## config.mk

```make
export PLATFORM = sky130hd
export DESIGN_NAME = i2c_master_bit_engine
export DESIGN_NICKNAME = d
export VERILOG_FILES = /design/src/rtl/i2cm_pkg.sv /design/src/rtl/i2c_master_bit_engine.sv
export SDC_FILE = /design/constraint.sdc
export NUM_CORES = 1
export LEC_CHECK = 0
export BUFFER_PORTS_ARGS = -buffer_cell sky130_fd_sc_hd__buf_2
export CAP_MARGIN = 20
export CORE_ASPECT_RATIO = 0.7
export CORE_MARGIN = 3
export CORE_UTILIZATION = 45
export DETAILED_ROUTE_END_ITERATION = 10
export PLACE_DENSITY = 0.66
export SLEW_MARGIN = 20
export SYNTH_ARGS = -nofsm -noshare
export SYNTH_HDL_FRONTEND = slang
export SYNTH_SLANG_ARGS = --single-unit
```

## constraint.sdc

```tcl
create_clock -name i_clk -period 9 [get_ports i_clk]
set_input_delay 0.45 -clock i_clk [delete_from_list [all_inputs] [get_ports i_clk]]
set_output_delay 0.45 -clock i_clk [all_outputs]
set_load 0.02 [all_outputs]
```

## src/rtl/i2cm_pkg.sv

```systemverilog
`timescale 1ns / 1ps

package i2cm_pkg;

    // Command and running-operation codes
    typedef enum logic [2:0] {
        OP_IDLE  = 3'd0,
        OP_START = 3'd1,
        OP_STOP  = 3'd2,
        OP_SEND  = 3'd3,
        OP_RECV  = 3'd4,
        OP_SACK  = 3'd5,
        OP_RACK  = 3'd6
    } t_op;

    localparam int unsigned BITS_PER_BYTE = 8;
    localparam int unsigned PHASE_W       = 5;
    localparam int unsigned SLOT_W        = 2;

    // Bit slot positions; on send: drive SDA / raise SCL / lower SCL
    localparam logic [SLOT_W-1:0] SLOT_SDA  = 2'd0;
    localparam logic [SLOT_W-1:0] SLOT_HIGH = 2'd1;
    localparam logic [SLOT_W-1:0] SLOT_LOW  = 2'd2;

    localparam logic [PHASE_W-1:0] LAST_SHORT = 5'd3;
    localparam logic [PHASE_W-1:0] LAST_SACK  = 5'd2;
    localparam logic [PHASE_W-1:0] LAST_SEND  = PHASE_W'(3 * BITS_PER_BYTE - 1);
    localparam logic [PHASE_W-1:0] LAST_RECV  = PHASE_W'(3 * BITS_PER_BYTE);

    // Index of the final phase of each operation
    function automatic logic [PHASE_W-1:0] last_phase(input t_op op);
        logic [PHASE_W-1:0] r;
        case (op)
            OP_SEND: r = LAST_SEND;
            OP_RECV: r = LAST_RECV;
            OP_SACK: r = LAST_SACK;
            default: r = LAST_SHORT;
        endcase
        return r;
    endfunction

endpackage

```

## src/rtl/i2c_master_bit_engine.sv

```systemverilog
`timescale 1ns / 1ps
// The result of an accepted input transaction is registered straight into the output register.
// Throughput: one transaction per cycle; the output register frees as the result is taken,
// so input ready is low only while a result is held and the output side stalls.
// Reset (synchronous, active low): idle, disabled, SCL and SDA released, no result pending.
// Every command phase runs on the tick that carries it, the first on the accepting tick.

module i2c_master_bit_engine
    import i2cm_pkg::*;
(
    input  logic       i_clk,
    input  logic       i_rst_n,

    // configuration write channel
    input  logic       i_cfg_valid,
    output logic       o_cfg_ready,
    input  logic       i_cfg_enabled,

    // phase tick input channel
    input  logic       i_in_valid,
    output logic       o_in_ready,
    input  logic [2:0] i_cmd,
    input  logic [7:0] i_data_byte,
    input  logic       i_ack_bit,
    input  logic       i_sda_in,

    // per-tick result channel
    output logic       o_out_valid,
    input  logic       i_out_ready,
    output logic       o_scl_out,
    output logic       o_sda_out,
    output logic       o_busy_res,
    output logic       o_done_res,
    output logic [7:0] o_rx_byte,
    output logic       o_ack_seen,
    output logic       o_refused
);

    // ---------------------------------------------------------------
    // Engine state
    // ---------------------------------------------------------------
    logic               r_enabled;
    t_op                r_op,    n_op;
    logic [PHASE_W-1:0] r_phase, n_phase;
    logic [SLOT_W-1:0]  r_slot,  n_slot;   // position inside a three-phase bit slot
    logic [7:0]         r_shift, n_shift;
    logic               r_scl,   n_scl;
    logic               r_sda,   n_sda;
    logic               r_ack,   n_ack;

    // result register
    logic               r_out_valid;
    logic               r_busy,  n_busy;
    logic               r_done,  n_done;
    logic [7:0]         r_rx,    n_rx;
    logic               r_acks,  n_acks;
    logic               r_refused, n_refused;

    logic               in_fire;
    logic               cmd_valid;
    t_op                cur_op;
    logic [PHASE_W-1:0] cur_phase;
    logic [SLOT_W-1:0]  cur_slot;
    logic [7:0]         cur_shift;
    logic               last;

    // Output register frees as its result is taken, so a tick can enter every cycle while results are taken.
    assign o_in_ready  = !r_out_valid || i_out_ready;
    assign in_fire     = i_in_valid && o_in_ready;
    assign o_cfg_ready = 1'b1;

    // cmd 0 and cmd 7 fall outside the range and act as plain ticks
    assign cmd_valid = (i_cmd >= 3'(OP_START)) && (i_cmd <= 3'(OP_RACK));

    always_comb begin
        n_op      = r_op;
        n_phase   = r_phase;
        n_slot    = r_slot;
        n_shift   = r_shift;
        n_scl     = r_scl;
        n_sda     = r_sda;
        n_ack     = r_ack;
        n_busy    = 1'b0;
        n_done    = 1'b0;
        n_rx      = 8'd0;
        n_acks    = 1'b0;
        n_refused = 1'b0;

        cur_op    = r_op;
        cur_phase = r_phase;
        cur_slot  = r_slot;
        cur_shift = r_shift;

        // command launch, only from idle
        if (r_op == OP_IDLE && cmd_valid) begin
            if (!r_enabled) begin
                n_refused = 1'b1;
            end else begin
                cur_op    = t_op'(i_cmd);
                cur_phase = '0;
                cur_slot  = SLOT_SDA;
                if (cur_op == OP_SEND) begin
                    cur_shift = i_data_byte;
                end
                if (cur_op == OP_RECV) begin
                    cur_shift = 8'd0;
                end
                if (cur_op == OP_SACK) begin
                    n_ack = i_ack_bit;
                end
            end
        end
        n_shift = cur_shift;

        last = (cur_phase >= last_phase(cur_op));

        if (cur_op != OP_IDLE) begin
            n_busy = 1'b1;
            case (cur_op)
                OP_START: begin
                    case (cur_phase[1:0])
                        2'd0:    n_sda = 1'b1;
                        2'd1:    n_scl = 1'b1;
                        2'd2:    n_sda = 1'b0;
                        default: n_scl = 1'b0;
                    endcase
                end
                OP_STOP: begin
                    case (cur_phase[1:0])
                        2'd0:    n_scl = 1'b0;
                        2'd1:    n_sda = 1'b0;
                        2'd2:    n_scl = 1'b1;
                        default: n_sda = 1'b1;
                    endcase
                end
                OP_SEND: begin
                    // MSB goes out, then the byte moves up for the next slot
                    case (cur_slot)
                        SLOT_SDA: begin
                            n_sda   = cur_shift[7];
                            n_shift = {cur_shift[6:0], 1'b0};
                        end
                        SLOT_HIGH: n_scl = 1'b1;
                        default:   n_scl = 1'b0;
                    endcase
                end
                OP_RECV: begin
                    // phase 0 releases SDA; slots follow from phase 1
                    if (cur_phase == '0) begin
                        n_sda = 1'b1;
                    end else begin
                        case (cur_slot)
                            SLOT_SDA:  n_scl   = 1'b1;
                            SLOT_HIGH: n_shift = {cur_shift[6:0], i_sda_in};
                            default:   n_scl   = 1'b0;
                        endcase
                    end
                end
                OP_SACK: begin
                    case (cur_phase[1:0])
                        2'd0:    n_sda = n_ack;
                        2'd1:    n_scl = 1'b1;
                        default: n_scl = 1'b0;
                    endcase
                end
                default: begin
                    case (cur_phase[1:0])
                        2'd0:    n_sda = 1'b1;
                        2'd1:    n_scl = 1'b1;
                        2'd2:    n_ack = i_sda_in;
                        default: n_scl = 1'b0;
                    endcase
                end
            endcase

            if (last) begin
                n_done  = 1'b1;
                n_op    = OP_IDLE;
                n_phase = '0;
                n_slot  = SLOT_SDA;
                if (cur_op == OP_RECV) begin
                    n_rx = n_shift;
                end
                if (cur_op == OP_RACK) begin
                    n_acks = n_ack;
                end
            end else begin
                n_op    = cur_op;
                n_phase = cur_phase + 1'b1;
                n_slot  = cur_slot;
                // receive holds the slot on its release phase
                if (!(cur_op == OP_RECV && cur_phase == '0)) begin
                    n_slot = (cur_slot == SLOT_LOW) ? SLOT_SDA : cur_slot + 1'b1;
                end
            end
        end
    end

    // control state and line levels
    always_ff @(posedge i_clk) begin
        if (!i_rst_n) begin
            r_enabled   <= 1'b0;
            r_op        <= OP_IDLE;
            r_phase     <= '0;
            r_slot      <= SLOT_SDA;
            r_shift     <= 8'd0;
            r_scl       <= 1'b1;
            r_sda       <= 1'b1;
            r_ack       <= 1'b0;
            r_out_valid <= 1'b0;
        end else begin
            if (i_cfg_valid && o_cfg_ready) begin
                r_enabled <= i_cfg_enabled;
            end
            if (in_fire) begin
                r_op    <= n_op;
                r_phase <= n_phase;
                r_slot  <= n_slot;
                r_shift <= n_shift;
                r_scl   <= n_scl;
                r_sda   <= n_sda;
                r_ack   <= n_ack;
            end
            if (in_fire) begin
                r_out_valid <= 1'b1;
            end else if (i_out_ready) begin
                r_out_valid <= 1'b0;
            end
        end
    end

    // result payload, loaded with each accepted tick
    always_ff @(posedge i_clk) begin
        if (in_fire) begin
            r_busy    <= n_busy;
            r_done    <= n_done;
            r_rx      <= n_rx;
            r_acks    <= n_acks;
            r_refused <= n_refused;
        end
    end

    assign o_out_valid = r_out_valid;
    assign o_scl_out   = r_scl;
    assign o_sda_out   = r_sda;
    assign o_busy_res  = r_busy;
    assign o_done_res  = r_done;
    assign o_rx_byte   = r_rx;
    assign o_ack_seen  = r_acks;
    assign o_refused   = r_refused;

    // ---------------------------------------------------------------
    // Checks
    // ---------------------------------------------------------------
    a_phase_bound: assert property (@(posedge i_clk) disable iff (!i_rst_n)
        r_op != OP_IDLE |-> r_phase <= last_phase(r_op))
        else $error("phase counter past final phase");

    a_done_idles: assert property (@(posedge i_clk) disable iff (!i_rst_n)
        in_fire && n_done |=> r_op == OP_IDLE && r_phase == '0)
        else $error("engine not idle after done");

    a_refuse_quiet: assert property (@(posedge i_clk) disable iff (!i_rst_n)
        o_out_valid && o_refused |-> !o_busy_res && !o_done_res)
        else $error("refused tick shows activity");

    a_rx_with_done: assert property (@(posedge i_clk) disable iff (!i_rst_n)
        o_out_valid && (o_rx_byte != 8'd0 || o_ack_seen) |-> o_done_res)
        else $error("receive data outside done");

    a_lines_hold: assert property (@(posedge i_clk) disable iff (!i_rst_n)
        in_fire && r_op == OP_IDLE && !(cmd_valid && r_enabled) |=>
            r_scl == $past(r_scl) && r_sda == $past(r_sda))
        else $error("lines moved on an idle tick");

endmodule
```

Word-level counts from Yosys, hierarchy flattened
Index checks and enable logic that the tools add are counted. W data, S select, Z words.

Add/sub/neg operators: 2. $lt $le $gt $ge: 3. Equality and inequality tests: 24. Muxes and demuxes: 46. Reductions and logical operators: 20.

Operators with widths (number): $mux W8 (8); $mux W1 (16); $pmux W8 S2 (1); $reduce_and A8 Y1 (2); $eq A3 B3 Y1 const B (5); $mux W5 (3); $pmux W5 S3 (1); $pmux W1 S2 (7); $ne A2 B2 Y1 const B (6); $mux W2 (5); $eq A3 B2 Y1 const B (3); $mux W3 (3); $ne A3 B2 Y1 const B (2); $reduce_and A3 Y1 (2); $add A5 B1 Y5 const B (1); $ge A5 B5 Y1 (1); $logic_not A5 Y1 (1); $ne A5 B1 Y1 const B (1); $pmux W1 S5 (1); $reduce_bool A5 Y1 (1); $reduce_or A5 Y1 (1); $eq A2 B1 Y1 const B (2); $eq A2 B2 Y1 const B (2); $logic_and A1 B1 Y1 (4); 14 further kinds (16).

Register bits after elaboration: 35. Input port bits: 19. Output and inout bits: 17. Logic and storage cells: 109.

Depth between registers and ports, before layout
Depth after elaboration: 9. Depth in mapped cells: 13. Depth with buffers taken out: 11.

Least setup slack after synthesis
OpenSTA, ideal clock, no wires.

Path type: input-to-reg. From: input port i_cmd[2]. To: register r_rx[3], in the netlist o_rx_byte[3] (data pin). Data arrival time: 2981 ps. Required time: 8860 ps. Setup slack: 5879 ps. Stages on the path: 12. Cells stage by stage: buf_2 nand3_1 nand3_1 and2_1 inv_1 ha_1 or4b_4 and4_4 a311o_2 buf_6 mux2_1 nor2_1.

Word-level cells in the longest chain between the ends: 8. Elaborated cells between the ends (all ways): 28. Those cells by class: order compare: 3; eq/ne: 6; mux: 13; reduce/logical: 6.

RTL lines: from (decl) (RTL line i2c_master_bit_engine.sv:22) `input logic [2:0] i_cmd,`; $ge A3 B1 Y1 (tied with other cells) (RTL line i2c_master_bit_engine.sv:73) `assign cmd_valid = (i_cmd >= 3'(OP_START)) && (i_cmd <= 3'(OP_RACK));`; $logic_and A1 B1 Y1 / $mux W8 (equally long branches) (RTL line i2c_master_bit_engine.sv:73, i2c_master_bit_engine.sv:102); $logic_and A1 B1 Y1 / $mux W8 (equally long branches) (RTL line i2c_master_bit_engine.sv:95, i2c_master_bit_engine.sv:105); $mux W3 (tied with other cells) (RTL line i2c_master_bit_engine.sv:95) `if (r_op == OP_IDLE && cmd_valid) begin`; $eq A3 B3 Y1 (tied with other cells) (RTL line i2cm_pkg.sv:33) `case (op)`; $pmux W5 S3 / $mux W8 (equally long branches) (RTL line i2cm_pkg.sv:33, i2c_master_bit_engine.sv:152); $ge A5 B5 Y1 / $mux W8 (equally long branches) (RTL line i2c_master_bit_engine.sv:115, i2c_master_bit_engine.sv:149); $reduce_and A3 Y1 (no line) / $pmux W8 S2 (equally long branches); to (signal assigned) (RTL line i2c_master_bit_engine.sv:237) `r_rx <= n_rx;`; to (decl) (RTL line i2c_master_bit_engine.sv:55) `logic [7:0] r_rx, n_rx;`.

Parallel ways exist; a longest one is shown, timed or not. A chain may end at the register's enable or synchronous reset.

Worst setup path in the final report
From: register r_op[0]. To: register r_rx[4], in the netlist o_rx_byte[4] (data pin).

Word-level cells in the longest chain between the ends: 7. Elaborated cells between the ends (all ways): 21. Those cells by class: order compare: 1; eq/ne: 4; mux: 10; reduce/logical: 6.

RTL lines: from (decl) (RTL line i2c_master_bit_engine.sv:43) `t_op r_op, n_op;`; from (signal assigned) (RTL line i2c_master_bit_engine.sv:216) `r_op <= n_op;`; $logic_not A3 Y1 (RTL line i2c_master_bit_engine.sv:95); $logic_and A1 B1 Y1 (RTL line i2c_master_bit_engine.sv:95); $mux W3 / $mux W2 (equally long branches) (RTL line i2c_master_bit_engine.sv:95); $eq A3 B3 Y1 (tied with other cells) (RTL line i2cm_pkg.sv:33); $pmux W5 S3 / $mux W8 (equally long branches) (RTL line i2cm_pkg.sv:33, i2c_master_bit_engine.sv:152); $ge A5 B5 Y1 / $mux W8 (equally long branches) (RTL line i2c_master_bit_engine.sv:115, i2c_master_bit_engine.sv:149); $reduce_and A3 Y1 (no line) / $pmux W8 S2 (equally long branches).

Parallel ways exist; a longest one is shown, timed or not.

==> flow_summary.json <==
{
  "outcome": "finished, final reports clean",
  "yosysMostFrequentCell": "nand2_1",
  "totalWireLength_mm": 5.722,
  "die-area_sq_um": 6096,
  "synth_common_cells": "30 x nand2_1, 23 x dfxtp_1, 15 x nor2_1, 15 x o21ai_0",
  "grt_pass1_vias": 1869,
  "cts_buffers": 5,
  "io_pins": 36,
  "netlist_instances": 260,
  "intPower_uw": 241.4,
  "rsz0062_at_grt": "false",
  "hold_buffers": 0,
  "clock_latency_ns": 0.29,
  "skew_ns": 0.006809,
  "syn_avg_cell_area_sq_um": 8.970,
  "clk_pin_slew_ns": 0.07,
  "postRouteAntennaNets": 0,
  "crit_path_end_kind": "flop",
  "synth_top_area_share_pct": 19.74,
  "worstMarginPinSlew_ns": 0.7687,
  "cts_resized": 0,
  "place_congestion": 0.9354,
  "post_dp_cell_area_sq_um": 2507,
  "switching_power_uw": 95.30,
  "syn_to_final_growth_pct": 11.11,
  "port_buffers": 34,
  "synthFlopType": "dfxtp_1",
  "setup_viol": 0,
  "grt_max_degree": 24,
  "gr-total-overflow": 0,
  "final.setup.worst_slack_ns": 5.110,
  "leakage_nw": 1.047,
  "root_buffer": "clkbuf_8",
  "sw_frac_of_total_pct": 28.30,
  "synth_edf_count": 12,
  "h-tree-depth": 2,
  "routedWlPerCell_um": 15.89,
  "seq_area_frac_synth_pct": 35.19,
  "seqPwrFrac_pct": 51.1,
  "synthTopCellsByArea": "dfxtp_1 20%, edfxtp_1 15%, ha_1 4.8%, nand2_1 4.8%, o21ai_0 3.2%",
  "coreArea_sq_um": 4887,
  "die_h_um": 66.23,
  "drc_errors": 0,
  "cp_data_required_time_ns": 9.14,
  "num_vias": 2100,
  "fin_nets": 318,
  "maxCapViolations": 0,
  "grt_pass1_wl_mm": 9.501,
  "initial_core_util_pct": 47.72,
  "clock_path_buffers": 2,
  "dp.final_hpwl_mm": 4.407,
  "drt_iter0_markers": 237,
  "grt.total_usage_pct": 20.00,
  "syn_area_sq_um": 2332,
  "startpoint_type": "flop",
  "finalCritPeriodShare_pct": 43.22,
  "p_comb_share_pct": 16.5,
  "final.min_clock_period_ns": 3.890,
  "antenna_cells": 0,
  "ys_warn_count": 0,
  "die_x_um": 92.05,
  "hold_path_class": "input pin to flop",
  "final_max_slew_viol_count": 0,
  "crit_buf_inv": 1,
  "fin_area_sq_um": 2591,
  "cts_sinks": 35,
  "yosysTopAreaCell": "dfxtp_1",
  "drtPass1Iterations": 5,
  "fp-row-count": 21,
  "hold_viol_final": 0,
  "fmax_ghz": 0.2571,
  "post-cts-setup-buffers": 0,
  "vias_per_cell": 5.833,
  "synthDistinctLibCells": 63,
  "pwr-share-clk_pct": 32.4,
  "ys_ff_latch": 35,
  "pwr_density_cell_nw_per_um2": 129.9,
  "fin_tns_setup_ns": 0,
  "drive_gt1_share_pct": 23.02,
  "crit_arrival_ns": 4.03,
  "worst_path_max_delay_cell": "nor4b_4",
  "cp_slowest_stage_delay_ns": 0.66,
  "path_delay_family": "simple AND/OR/NAND/NOR gates",
  "crit_chain": "nor4b_4 > nand3_1 > and2_1 > inv_1 > ha_1 > or4b_4 > and4_4 > a311o_2 > mux2_1 > nor2_1",
  "setup.worst_path.class": "flop to flop",
  "dpl_worst_slack_ns": 5.150,
  "antenna_found_initial": 0,
  "synthArstFlopShare_pct": 0,
  "slew_headroom_pct": 48.21,
  "cts_tree": "built",
  "syn_nets": 288,
  "ir_worst_vdd_v": 0.00007759,
  "crit_fanout": 14
}
path summary, 6_finish.rpt:
check	from	end	cells past startpoint	slack, ns
min	i_cfg_enabled	r_enabled	3	0.42
min reg2reg	r_shift[2]	r_shift[2]	2	0.48
max	r_op[0]	o_rx_byte[4]	10	5.11
max reg2reg	r_op[0]	o_rx_byte[4]	10	5.11
sequential cells by signal, indices dropped and copies added, names as in the netlist, 2 cells and up:
register and flops:
r_phase 5, r_op 3, o_rx_byte 8, r_slot 2, r_shift 8
cell families (layout without fill, tap and decap cells):
logic type / count (synthesis) / after routing / share of synthesized area (%)
AO/OA/AOI/OAI: 77 / 77 / 24.20
AND/OR/NAND/NOR: 107 / 107 / 25.91
other: 1 / 1 / 0.1608
flip-flops: 35 / 35 / 35.19
XOR/XNOR: 1 / 1 / 0.3756
buffers and inverters: 21 / 52 / 5.257
adder cells (fa/ha/maj): 9 / 9 / 4.828
multiplexers: 9 / 9 / 4.077
through the flow:
| step | total power, mW | hold slack (ns) | cells | util [%] |
|---|---|---|---|---|
| floorplan | 0.2143 | 0.4334 | 260 | - |
| global placement | 0.2304 | 0.4455 | 352 | 51.31 |
| detailed placement | 0.2302 | 0.4569 | 352 | 51.31 |
| CTS | 0.3391 | 0.4243 | 360 | 53.02 |
| global route | 0.3543 | 0.4449 | 360 | 53.02 |
| finish | 0.3367 | 0.4250 | 360 | 53.02 |
power groups by stage:
| stage | Combinational (mW) | Sequential, mW | Clock (mW) |
|---|---|---|---|
| 6_report | 0.0556 | 0.172 | 0.109 |
| 5_1_grt | 0.0609 | 0.173 | 0.121 |
| 4_1_cts | 0.0549 | 0.172 | 0.112 |
| 3_5_place_dp | 0.0547 | 0.176 | 0 |
| 3_3_place_gp | 0.0550 | 0.175 | 0 |
| 2_1_floorplan | 0.0353 | 0.179 | 0 |
cell type report:
cell class | count | area, sq um
clock buffer | 5 | 68.82
clock inverter | 3 | 15.01
fill | 481 | 2296
inverter | 9 | 33.78
multi-input combinational | 204 | 1389
sequential | 35 | 820.8
tap | 69 | 86.33
timing repair buffer | 35 | 177.7
cells in the final DEF, fill, tap and decap left out, types with 2 or more instances in the layout:
cell	instances
buf_2	34
nand2_1	30
dfxtp_1	23
nor2_1	15
o21ai_0	15
nand3_1	12
edfxtp_1	12
and2_1	10
o31ai_1	10
ha_1	9
inv_1	8
a21oi_1	8
a22oi_1	6
nor2b_1	5
a21o_1	5
mux2i_1	5
nor3_1	5
and3_1	5
o221ai_1	5
clkbuf_8	5
or3_1	3
a31oi_1	3
o21a_1	3
and2_2	3
a31o_2	3
a21boi_0	3
mux2_1	3
clkinv_2	3
nand2b_1	2
and2b_2	2
and3_2	2
a211oi_1	2
nand2_4	2
nor4_1	2
metal layers:
layer / routed length (um) / vias to the layer above / part of all wire (%) / GRT usage (%)
li1: - / 1031 / - / -
met1: 2955 / 961 / 52 / 30.95
met2: 2160 / 100 / 38 / 26.64
met3: 564 / 8 / 9.9 / 5.802
met4: 42 / 0 / 0.73 / 4.444
met5: 0 / - / 0 / 0
tightest hold or removal path, cell delays in order:
cell and delay [ns]:
buf_2 0.07, mux2i_1 0.06, nor2b_1 0.09
Note: power is estimated with default switching activity, not from simulation.
